**config.mk**
```make
export PLATFORM = sky130hd
export DESIGN_NAME = rrdq_ctrl
export DESIGN_NICKNAME = d
export VERILOG_FILES = /design/src/hdl/rrdq_pkg.sv /design/src/hdl/rrdq_ctrl.sv
export SDC_FILE = /design/constraint.sdc
export NUM_CORES = 1
export LEC_CHECK = 0
export ABC_AREA = 1
export BUFFER_PORTS_ARGS = -buffer_cell sky130_fd_sc_hd__buf_4
export CAP_MARGIN = 30
export CORE_AREA = 2 2 39 41
export CTS_CLUSTER_SIZE = 8
export DETAILED_ROUTE_END_ITERATION = 6
export DIE_AREA = 0 0 41 43
export PLACE_DENSITY_LB_ADDON = 0.2
export REMOVE_ABC_BUFFERS = 1
export SLEW_MARGIN = 20
export SYNTH_ARGS = -nofsm -noshare
export SYNTH_HDL_FRONTEND = slang
export SYNTH_SLANG_ARGS = --single-unit
export TNS_END_PERCENT = 1
```
**constraint.sdc**
```tcl
create_clock -name clk -period 1.2 [get_ports clk]
set_input_delay 0.18 -clock clk [delete_from_list [all_inputs] [get_ports clk]]
set_output_delay 0.18 -clock clk [all_outputs]
set_load 0.02 [all_outputs]
```
**src/hdl/rrdq_pkg.sv**
```systemverilog
// rrdq_pkg: request codes, status codes, controller states and command bundle
package rrdq_pkg;

  localparam logic [3:0] REQ_PUSH_LEFT  = 4'd0;
  localparam logic [3:0] REQ_PUSH_RIGHT = 4'd1;
  localparam logic [3:0] REQ_POP_LEFT   = 4'd2;
  localparam logic [3:0] REQ_POP_RIGHT  = 4'd3;
  localparam logic [3:0] REQ_PEEK_LEFT  = 4'd4;
  localparam logic [3:0] REQ_PEEK_RIGHT = 4'd5;
  localparam logic [3:0] REQ_GET        = 4'd6;
  localparam logic [3:0] REQ_SET        = 4'd7;
  localparam logic [3:0] REQ_REVERSE    = 4'd8;

  localparam logic [1:0] STAT_OK    = 2'd0;
  localparam logic [1:0] STAT_EMPTY = 2'd1;
  localparam logic [1:0] STAT_RANGE = 2'd2;
  localparam logic [1:0] STAT_FULL  = 2'd3;

  typedef enum logic [3:0] {
    ST_IDLE   = 4'b0001,
    ST_DECODE = 4'b0010,
    ST_ACCESS = 4'b0100,
    ST_RESP   = 4'b1000
  } rrdq_state_t;

  typedef struct packed {
    logic capture;
    logic decode;
    logic access;
    logic load_out;
  } rrdq_cmd_t;

endpackage

```
**src/hdl/rrdq_ctrl.sv**
```systemverilog
// rrdq_ctrl: sequencing state machine and handshake control
module rrdq_ctrl (
  input  logic               clk,
  input  logic               rst,
  input  logic               in_valid,
  output logic               in_stall,
  output logic               out_valid,
  input  logic               out_stall,
  output rrdq_pkg::rrdq_cmd_t cmd
);

  rrdq_pkg::rrdq_state_t state, state_next;
  logic out_free;

  // output register can take a new word when empty or being emptied this cycle
  assign out_free = !out_valid || !out_stall;
  // nothing is taken while reset is held
  assign in_stall = rst || (state != rrdq_pkg::ST_IDLE);

  always_comb begin
    state_next   = state;
    cmd          = '0;
    unique case (state)
      rrdq_pkg::ST_IDLE: begin
        if (in_valid) begin
          cmd.capture = 1'b1;
          state_next  = rrdq_pkg::ST_DECODE;
        end
      end
      rrdq_pkg::ST_DECODE: begin
        cmd.decode = 1'b1;
        state_next = rrdq_pkg::ST_ACCESS;
      end
      rrdq_pkg::ST_ACCESS: begin
        cmd.access = 1'b1;
        state_next = rrdq_pkg::ST_RESP;
      end
      rrdq_pkg::ST_RESP: begin
        if (out_free) begin
          cmd.load_out = 1'b1;
          state_next   = rrdq_pkg::ST_IDLE;
        end
      end
      default: state_next = rrdq_pkg::ST_IDLE;
    endcase
  end

  always_ff @(posedge clk) begin
    if (rst) begin
      state     <= rrdq_pkg::ST_IDLE;
      out_valid <= 1'b0;
    end else begin
      state <= state_next;
      if (cmd.load_out) begin
        out_valid <= 1'b1;
      end else if (!out_stall) begin
        out_valid <= 1'b0;
      end
    end
  end

endmodule

```
---- After elaboration in Yosys (flattened, before gate mapping) ----
Index checks and enable logic that the tools add are counted.
storage, ports and cells
  memories kept ........................... 0
  memory bits (read-only) ................. 0
  logic and storage cells ................. 26
  input port bits ......................... 4
  output and inout bits ................... 6
  bits in writable memories ............... 0
  latch bits .............................. 0
  bits in registers ....................... 5
cells by class
  add/sub/neg operators ................... 0
  shift operators ......................... 0
  multipliers ............................. 0
  mux-type cells .......................... 11
  div/mod/pow operators ................... 0
  bitwise logic cells ..................... 0
  magnitude comparators ................... 0
  equality and inequality tests ........... 8
  reductions and logical operators ........ 5
operators by type and width
  cell                                                   number
  case mux 4 bit (4 select lines)                        1
  two-way mux 1 bit                                      8
  two-way mux 4 bit                                      2
  equality test 4 x 1 -> 1 bit, second input constant    1
  equality test 4 x 2 -> 1 bit, second input constant    1
  equality test 4 x 3 -> 1 bit, second input constant    1
  equality test 4 bit, second input constant             1
  inequality test 2 bit, second input constant           2
  inequality test 4 x 1 -> 1 bit, second input constant  1
  zero test 1 bit                                        2
  logical OR 1 bit                                       2
  inequality test 2 x 1 -> 1 bit, second input constant  1
  AND reduction 2 bit                                    1

---- Longest topological paths before layout ----
Gate-level depths: netlist (run 1).
  depth in word-level cells ............... 5
  depth in mapped cells ................... 7
  gate-level depth less buffers ........... 7

---- Worst setup path after synthesis (run 1) ----
No wires, ideal clock.
  path type ............................... reg2out
  start ................................... register state[1]
  end ..................................... output cmd[0] in the netlist's numbering
  stages on the path, launching flop included .. 4
  required time ........................... 1.020 ns
  path slack .............................. 0.187 ns
  buffers on the path ..................... 0
  data arrival time ....................... 0.833 ns
  cell sequence ........................... dfxtp_1 -> nor2_1 -> nand2_1 -> nor2_1
RTL lines
  what                      RTL line         source
  start: declaration        rrdq_ctrl.sv:12  rrdq_pkg::rrdq_state_t state, state_next;
  start signal: assignment  rrdq_ctrl.sv:50  state <= rrdq_pkg::ST_IDLE;
  start signal: assignment  rrdq_ctrl.sv:53  state <= state_next;
  end: declaration          rrdq_ctrl.sv:9   output rrdq_pkg::rrdq_cmd_t cmd

==> results of run 1 <==
==> cell families after synthesis <==
kind of cell / count (synthesis) / share of synthesized area [%]
buffers and inverters: 12 / 17.4
AO/OA/AOI/OAI: 2 / 3.86
AND/OR/NAND/NOR: 24 / 40.1
flip-flops: 5 / 38.6
==> area by class of cell <==
cell class	instances	share of cell area, %
tap	16	4.58
inverter	12	10.3
timing repair buffer	12	23.2
sequential	5	24.6
multi-input combinational	26	31.2
clock buffer	4	6.02
==> path summary, 6_finish.rpt <==
check | start | end | slack, ns
setup / recovery | state[1] | cmd[0] | -0.008
hold / removal | rst | state[3] | 0.13
setup reg to reg | state[0] | state[0] | 0.09
hold reg to reg | out_valid | out_valid | 0.47
==> what timing repair did <==
action / CTS / global route
resized for setup: 12 / 5
pin swaps: 3 / 3
gates cloned: 0 / 0
setup endpoints to repair: 5 / 6
hold buffers: 0 / 0
setup buffers: 3 / 0
==> flip-flops by register name (all words and copies together) (netlist names) <==
| register | count |
|---|---|
| out_valid | 1 |
| state | 4 |
==> Yosys cell counts, drive strengths merged <==
| master | n |
|---|---|
| nand3 | 2 |
| dfxtp | 5 |
| a21oi | 2 |
| nand2 | 11 |
| nor3 | 1 |
| nor2 | 10 |
| inv | 12 |
==> routing by layer <==
metal  vias to the layer above  part of all wire, %  GRT usage (%)
li1                        156                    -              -
met1                       125                   43           10.9
met2                         5                   53           10.9
met3                         0                  4.2           3.66
met4                         0                    0           8.00
met5                         -                    0              0
==> power by group through the flow <==
stage / Sequential [mW] / Combinational, mW / Clock, mW
2_1_floorplan: 0.183 / 0.0594 / 0
3_3_place_gp: 0.184 / 0.0910 / 0
3_5_place_dp: 0.184 / 0.0916 / 0
4_1_cts: 0.186 / 0.131 / 0.199
5_1_grt: 0.185 / 0.158 / 0.213
6_report: 0.184 / 0.142 / 0.189
==> per-stage QoR <==
stage / worst slack (ns) / hold WS, ns
after global routing: -0.124 / 0.137
after global placement: 0.175 / 0.393
final: -0.00814 / 0.133
after floorplan: 0.187 / 0.249
after detailed placement: 0.183 / 0.396
after CTS: -0.0284 / 0.133
==> worst reg2reg max path, delay by kind of cell, from the launching register on <==
family | cells | cell delay, ns
simple gates | 5 | 0.28
flops | 1 | 0.34
buf+inv | 5 | 0.39
==> out/qor.yml, run 1 <==
die:
  num_rows: 14
  die_height_um: 43
  pin_count: 10
  fp.dieW_um: 41
  die_area_mm2: 0.00176
  fp.coreArea_mm2: 0.00138
  initial_core_util_pct: 18.7
final_layout:
  finalInstanceArea_um2: 437
  fin_nets: 64
  seq_area_um2: 108
  layout_common_cells: "9 x nand2_1, 9 x inv_1, 9 x buf_4"
  drive_gt1_share_pct: 49.2
  antenna_cells: 0
  area_delta_synth_final_pct: 68.6
  final_core_util_pct: 31.6
  fillers: 155
  final_cells: 75
  multi_input_area_um2: 136
sta:
  setup_viol: 1
  max_freq_ghz: 0.828
  fin_tns_setup_ns: -0.00814
  finalCriticalPeriod_ns: 1.21
  finalMaxSlewViolations: 0
  timing.final.crit_share_pct: 101
  relSlewSlack_pct: 91.4
  hold_viol: 0
  fin_skew_ns: 0.00264
  rsz0062_at_grt: "true"
  worst_pin_slew_ns: 0.128
  finalWorstSetupSlack_ns: -0.00814
clock_network:
  cts_root_buf: "clkbuf_4"
  cts_buffers: 3
  clkTransAtPathRegs_ns: 0.04
  cts_tree: "built"
  cts_max_path_buffers: 2
  clkSinkCount: 5
  htree_levels: 1
  clock_latency_ns: 0.24
synthesis:
  ys_ff_latch: 5
  yosysSeqAreaShare_pct: 38.6
  synth_area_leaders: "dfxtp_1 39%, inv_1 17%, nand2_1 14%"
  synth_cells: 43
  synth.distinct_cells: 9
  synth_top_area_share_pct: 38.6
  syn_area_um2: 259
  synth_top_area_cell: "dfxtp_1"
  synth_warnings: 0
  syn_area_per_cell_um2: 6.02
critical_path:
  cp-start-kind: "register"
  crit_cells: 4
  crit_family: "flip-flops"
  cp.arrival_ns: 1.03
  path_max_fanout: 3
  cp_slowest_cell: "dfxtp_2"
  required_ns: 1.02
  max_stage_delay_ns: 0.33
  critPathKind: "reg -> out"
  worst_setup_path_end_kind: "output port"
  rr_worst_depth: 10
  path_cells: "nor2_2 > nand2_1 > nor2_1 > buf_4"
  crit_buf_inv: 1
pwr:
  combinationalPowerShare_pct: 27.6
  fin_total_pwr_uw: 515
  p_int_uw: 373
  p_seq_share_pct: 35.8
  clockPowerShare_pct: 36.6
  power_leakage_nw: 0.252
  switching_power_uw: 142
  swShare_pct: 27.6
  powerDensity_mw_per_mm2: 1180
  ir_worst_vdd_mv: 0.355
global_routing:
  grt_max_degree: 6
  antenna_found_initial: 0
  grt_usage_pct: 8.84
  grt_first_pass_wirelength_um: 993
  gr-total-overflow: 0
  grt_pass1_vias: 266
routing:
  via_count: 286
  wirelength_um: 550
  drc: 0
  routedWlPerCell_um: 7.33
  viasPerCell: 3.81
  ant_nets: 0
  drt-initial-drc-count: 8
  dr.pass1.iters: 3
flow_run:
  cap_violations: 0
placement:
  placement.io_buffers: 9
  gp_congestion: 0.647
  postPlaceCellArea_um2: 347
  place_hpwl_um: 428
  dp.cells: 68
run_status:
  violations: "negative setup slack"
  status: "finished with violations"
min_path:
  hold_path_class: "in -> reg"
  min_path_cells: 2
Power figures use the tool's default switching activity.
==> run 2: changes to the inputs <==
--- a/config.mk
+++ b/config.mk
@@ -6,7 +6,7 @@
 export NUM_CORES = 1
 export LEC_CHECK = 0
 export ABC_AREA = 1
-export BUFFER_PORTS_ARGS = -buffer_cell sky130_fd_sc_hd__buf_4
+export BUFFER_PORTS_ARGS = -buffer_cell sky130_fd_sc_hd__buf_2
 export CAP_MARGIN = 30
 export CORE_AREA = 2 2 39 41
 export CTS_CLUSTER_SIZE = 8
==> run 2 against run 1 <==
Against the previous run: the flow still finishes with violations (negative setup slack); sequential cell count stayed put; count of clock-buffer cells in the layout unchanged; worst setup slack worse by 0.018 ns; total power fell by 4.7%; die area unchanged.
==> out/qor.yml, run 2 (same netlist as run 1, synthesis figures left out) <==
run_status:
  status: "finished with violations"
  violations: "negative setup slack"
pwr:
  p_seq_share_pct: 37.7  # +1.9 points
  combinationalPowerShare_pct: 23.1  # -4.5 points
  ir_worst_vdd_mv: 0.310  # -13%
  switching_power_uw: 141  # -0.87%
  clockPowerShare_pct: 39.1  # +2.5 points
  p_int_uw: 350  # -6.1%
  swShare_pct: 28.7  # +1.1 points
  power_leakage_nw: 0.239  # -4.8%
  powerDensity_mw_per_mm2: 1130  # -4.1%
die:
  die_area_mm2: 0.00176  # unchanged
  fp.dieW_um: 41  # unchanged
  die_height_um: 43  # unchanged
  pin_count: 10  # unchanged
  num_rows: 14  # unchanged
  fp.coreArea_mm2: 0.00138  # unchanged
  initial_core_util_pct: 18.7  # unchanged
placement:
  place_hpwl_um: 429  # +0.26%
  dp.cells: 68  # unchanged
  pre_cts_ws_ns: 0.185  # +0.00275 ns
  placement.io_buffers: 9  # unchanged
  gp_congestion: 0.675  # +4.4%
sta:
  finalCriticalPeriod_ns: 1.23  # +0.0182 ns
  relSlewSlack_pct: 90.9  # -0.52 points
  timing.final.crit_share_pct: 102  # +1.5 points
  fin_skew_ns: 0.000792  # -0.00185 ns
  finalMaxSlewViolations: 0  # unchanged
  max_freq_ghz: 0.815  # -1.5%
  rsz0062_at_grt: "true"
  worst_pin_slew_ns: 0.135  # +0.00779 ns
  finalWorstSetupSlack_ns: -0.0263  # -0.0182 ns
  hold_viol: 0  # unchanged
  setup_viol: 4  # +3
final_layout:
  drive_gt1_share_pct: 51.7  # +2.6 points
  layout_common_cells: "8 x inv_1, 7 x nand2_1, 6 x nor2_1"
  final_cells: 74  # -1.3%
  fin_nets: 63  # -1.6%
  antenna_cells: 0  # unchanged
  regMostFlops: "state"
  area_delta_synth_final_pct: 67.6
  largest_register_ffs: 4  # unchanged
  top_regs: "state (4), out_valid (1)"
  final_common_cell: "inv_1"
  final_core_util_pct: 31.4  # -0.18 points
critical_path:
  worst_setup_path_end_kind: "output port"
  critPathKind: "reg -> out"
  cp.arrival_ns: 1.05  # +0.02 ns
  rr_worst_depth: 7  # -3
  path_max_fanout: 3  # unchanged
  regToRegSetupSlack_ns: 0.24  # +0.15 ns
  reg2reg_to: "state[0]"
  r2r_start: "state[2]"
  required_ns: 1.02  # about the same
  cp-start-kind: "register"
clock_network:
  clkTransAtPathRegs_ns: 0.04  # about the same
  cts_tree: "built"
  cts_root_buf: "clkbuf_4"
  cts_max_path_buffers: 2  # unchanged
  htree_levels: 1  # unchanged
  clock_latency_ns: 0.24  # about the same
  cts_buffers: 3  # unchanged
  clkSinkCount: 5  # unchanged
global_routing:
  grt_pass1_vias: 255  # -4.1%
  grt_usage_pct: 8.73  # -0.10 points
  grt_max_degree: 6  # unchanged
  antenna_found_initial: 0  # unchanged
  grt_first_pass_wirelength_um: 952  # -4.1%
  gr-total-overflow: 0  # unchanged
routing:
  via_count: 281  # -1.7%
  routedWlPerCell_um: 7.97  # +8.7%
  drc: 0  # unchanged
  wirelength_um: 590  # +7.3%
  drt-initial-drc-count: 1  # -7
  viasPerCell: 3.80  # -0.42%
  ant_nets: 0  # unchanged
  dr.pass1.iters: 2  # -1
min_path:
  hold_path_class: "in -> reg"
  min_to: "state[3]"
  min_from: "rst"
  min_path_cells: 2  # unchanged
flow_run:
  cap_violations: 0  # unchanged
[run 2: per-layer routing]
| metal | routed length, um | vias to the layer above | GRT usage, % |
|---|---|---|---|
| li1 | - | 152 | - |
| met1 | 235 | 116 | 9.65 |
| met2 | 300 | 8 | 10.9 |
| met3 | 22 | 5 | 2.09 |
| met4 | 32 | 0 | 12.0 |
| met5 | 0 | - | 0 |
[run 2: worst max-delay path: stages (launching register included)]
cell and delay (ns):
dfxtp_4 0.36, inv_2 0.04, nor2_4 0.10, nand2_2 0.06
nor2_1 0.10, buf_4 0.14
[run 2: worst max-delay path by stage]
stage	start	end	slack (ns)	depth (start not counted)
3_3_place_gp	state[0]	in_stall	0.17	6
3_5_place_dp	state[0]	in_stall	0.19	6
4_1_cts	state[0]	cmd[3]	-0.05	5
5_1_grt	state[3]	cmd[0]	-0.11	5
6_report	state[3]	cmd[0]	-0.03	5
2_1_floorplan	state[1]	cmd[0]	0.19	3
[run 2: layout make-up]
class,instances,area [um2]
Sequential cell,5,115
Clock buffer,4,26.3
Tap cell,16,20.0
Multi-Input combinational cell,26,144
Inverter,12,45.0
Timing Repair Buffer,11,83.8
Fill cell,153,950
[run 2: timing repair]
item                                    4_1_cts  5_1_grt
cloned                                        0        0
buffers inserted                              1        1
resized for setup                            14       14
hold buffers                                  0        0
endpoints found under the setup margin        5        5
pin swaps                                     3        5
[run 2: stage by stage]
stage                     cell area [um2]  total power [mW]  TNS [ns]  hold WS, ns
after CTS                             389             0.495    -0.140        0.166
final                                 434             0.491   -0.0924        0.164
after floorplan                       259             0.243         0        0.249
after global routing                  434             0.528    -0.436        0.180
after global placement                324             0.267         0        0.430
after detailed placement              324             0.267         0        0.429
[run 2: power groups by stage]
stage | Clock [mW] | Sequential, mW | Combinational [mW]
floorplan | 0 | 0.183 | 0.0594
global placement | 0 | 0.184 | 0.0826
detailed placement | 0 | 0.184 | 0.0823
CTS | 0.200 | 0.186 | 0.109
global route | 0.213 | 0.186 | 0.128
finish | 0.192 | 0.185 | 0.114
==> run 3: changes to the inputs <==
--- a/config.mk
+++ b/config.mk
@@ -8,6 +8,8 @@
 export ABC_AREA = 1
 export BUFFER_PORTS_ARGS = -buffer_cell sky130_fd_sc_hd__buf_2
 export CAP_MARGIN = 30
+export CELL_PAD_IN_SITES_DETAIL_PLACEMENT = 2
+export CELL_PAD_IN_SITES_GLOBAL_PLACEMENT = 2
 export CORE_AREA = 2 2 39 41
 export CTS_CLUSTER_SIZE = 8
 export DETAILED_ROUTE_END_ITERATION = 6
==> run 3 against run 2 <==
Against the previous run: the run still ends with negative setup slack left; register-to-register slack improved by 0.03 ns; total power decreased by 0.22%; sequential cell count unchanged; fmax decreased by 2.1%; clock skew increased by 0.0026 ns; count of clock-buffer cells in the layout unchanged; global-route usage increased by 0.62 points; via count increased by 2.1%; critical path type unchanged; critical endpoint unchanged; largest cell class unchanged; highest routed layer is now met3.
==> out/qor.yml, run 3 (same netlist as run 1, synthesis figures left out) <==
run_status:
  status: "finished with violations"
  violations: "negative setup slack"
final_layout:
  fillers: 180  # +18%
  final_common_cell: "inv_1"
  antenna_cells: 0  # unchanged
  regMostFlops: "state"
  fin_nets: 62  # -1.6%
  seq_area_um2: 113  # -2.2%
  finalInstanceArea_um2: 412  # -5.2%
  top_regs: "state (4), out_valid (1)"
  area_delta_synth_final_pct: 58.9
  largest_register_ffs: 4  # unchanged
  final_cells: 73  # -1.4%
  multi_input_area_um2: 139  # -3.5%
  drive_gt1_share_pct: 49.1  # -2.6 points
  layout_common_cells: "9 x inv_1, 8 x nand2_1, 5 x nor2_1, 5 x buf_4, 4 x buf_2"
placement:
  gp_congestion: 0.635  # -5.9%
  dp.cells: 68  # unchanged
  place_hpwl_um: 547  # +28%
  pre_cts_ws_ns: 0.153  # -0.0321 ns
  placement.io_buffers: 9  # unchanged
  postPlaceCellArea_um2: 324  # unchanged
sta:
  timing.final.crit_share_pct: 104  # +2.2 points
  fin_skew_ns: 0.00336  # +0.00257 ns
  finalWorstSetupSlack_ns: -0.0522  # -0.0258 ns
  max_freq_ghz: 0.799  # -2.1%
  setup_viol: 5  # +1
  relSlewSlack_pct: 88.5  # -2.4 points
  worst_pin_slew_ns: 0.171  # +0.0360 ns
  rsz0062_at_grt: "true"
  finalCriticalPeriod_ns: 1.25  # +0.0258 ns
  hold_slack_ns: 0.166  # +0.00155 ns
  hold_viol: 0  # unchanged
  finalMaxSlewViolations: 0  # unchanged
die:
  fp.dieW_um: 41  # unchanged
  die_area_mm2: 0.00176  # unchanged
  die_height_um: 43  # unchanged
  fp.coreArea_mm2: 0.00138  # unchanged
  pin_count: 10  # unchanged
  num_rows: 14  # unchanged
  initial_core_util_pct: 18.7  # unchanged
routing:
  viasPerCell: 3.93  # +3.5%
  dr.pass1.iters: 2  # unchanged
  routedWlPerCell_um: 9.45  # +19%
  drc: 0  # unchanged
  ant_nets: 0  # unchanged
  drt-initial-drc-count: 1  # unchanged
  wirelength_um: 690  # +17%
  via_count: 287  # +2.1%
pwr:
  combinationalPowerShare_pct: 21.8  # -1.3 points
  clockPowerShare_pct: 40.0  # +0.9 points
  fin_total_pwr_uw: 490  # -0.22%
  switching_power_uw: 146  # +3.5%
  swShare_pct: 29.8  # +1.1 points
  powerDensity_mw_per_mm2: 1190  # +5.2%
  power_leakage_nw: 0.236  # -1.5%
  p_int_uw: 344  # -1.7%
  p_seq_share_pct: 38.2  # +0.5 points
  ir_worst_vdd_mv: 0.524  # +69%
global_routing:
  grt_usage_pct: 9.36  # +0.62 points
  grt_max_degree: 6  # unchanged
  grt_first_pass_wirelength_mm: 1.12  # +17%
  antenna_found_initial: 0  # unchanged
  grt_pass1_vias: 282  # +11%
  gr-total-overflow: 0  # unchanged
clock_network:
  cts_buffers: 3  # unchanged
  clkTransAtPathRegs_ns: 0.05  # about the same
  clkSinkCount: 5  # unchanged
  cts_max_path_buffers: 2  # unchanged
  cts_tree: "built"
  htree_levels: 1  # unchanged
  clock_latency_ns: 0.24  # about the same
  cts_root_buf: "clkbuf_4"
critical_path:
  crit_buf_inv: 2  # unchanged
  cp_slowest_cell: "dfxtp_4"
  path_max_fanout: 3  # unchanged
  crit_family: "flip-flops"
  rr_worst_depth: 7  # unchanged
  worst_setup_path_end_kind: "output port"
  cp.arrival_ns: 1.07  # +0.02 ns
  cp-start-kind: "register"
  path_cells: "inv_2 > nor2_2 > nand2_1 > nor2_1 > buf_4"
  required_ns: 1.02  # about the same
  crit_cells: 5  # unchanged
  max_stage_delay_ns: 0.36  # about the same
  critPathKind: "reg -> out"
flow_run:
  cap_violations: 0  # unchanged
min_path:
  hold_path_class: "in -> reg"
  min_path_cells: 2  # unchanged
## run 3: changes by cell type in the layout (fill, tap and decap cells not counted)
cell     change
buf_6        -2
nor2_2       +2
buf_4        +1
dfxtp_2      +1
dfxtp_4      -1
inv_1        +1
inv_2        -1
nand2_1      +1
nand2_2      -1
nor2_1       -1
nor2_4       -1
## run 3: worst reg2reg max path, delay by kind of cell, from the launching register on
kind                   cells  cell delay (ns)
and+or+nand+nor            6             0.41
DFF                        1             0.37
buffers and inverters      1             0.05
## run 3: final timing paths
path,from,end,slack [ns]
hold / removal,rst,state[3],0.17
setup reg to reg,state[1],state[0],0.27
setup / recovery,state[3],cmd[0],-0.05
hold reg to reg,out_valid,out_valid,0.49
## run 3: routing by layer
metal	vias to the layer above	GRT usage, %	part of all wire (%)
li1	150	-	-
met1	133	12.0	47
met2	4	13.8	49
met3	0	3.14	3.3
met4	0	4.00	0
met5	-	0	0
## run 3: power groups by stage
stage	Sequential (mW)	Combinational, mW	Clock (mW)
4_1_cts	0.187	0.103	0.203
3_5_place_dp	0.185	0.0846	0
2_1_floorplan	0.183	0.0594	0
5_1_grt	0.188	0.120	0.215
6_report	0.187	0.107	0.196
3_3_place_gp	0.185	0.0845	0
## run 3: stage by stage
stage	setup TNS [ns]	utilization (%)
floorplan	0	-
global placement	0	23.4
detailed placement	0	23.4
CTS	-0.243	27.6
global route	-0.488	29.7
finish	-0.126	29.7
## run 3: area by class of cell
| class | instances | area share, % |
|---|---|---|
| multi-input combinational | 26 | 33.7 |
| inverter | 12 | 10.9 |
| tap | 16 | 4.86 |
| timing repair buffer | 10 | 16.7 |
| clock buffer | 4 | 6.38 |
| sequential | 5 | 27.4 |
## run 3: timing repair
action                     in CTS  in global routing
setup endpoints to repair       5                  5
hold buffers                    0                  0
buffers inserted                0                  1
gates resized for setup        15                  8
pin swaps                       2                  3
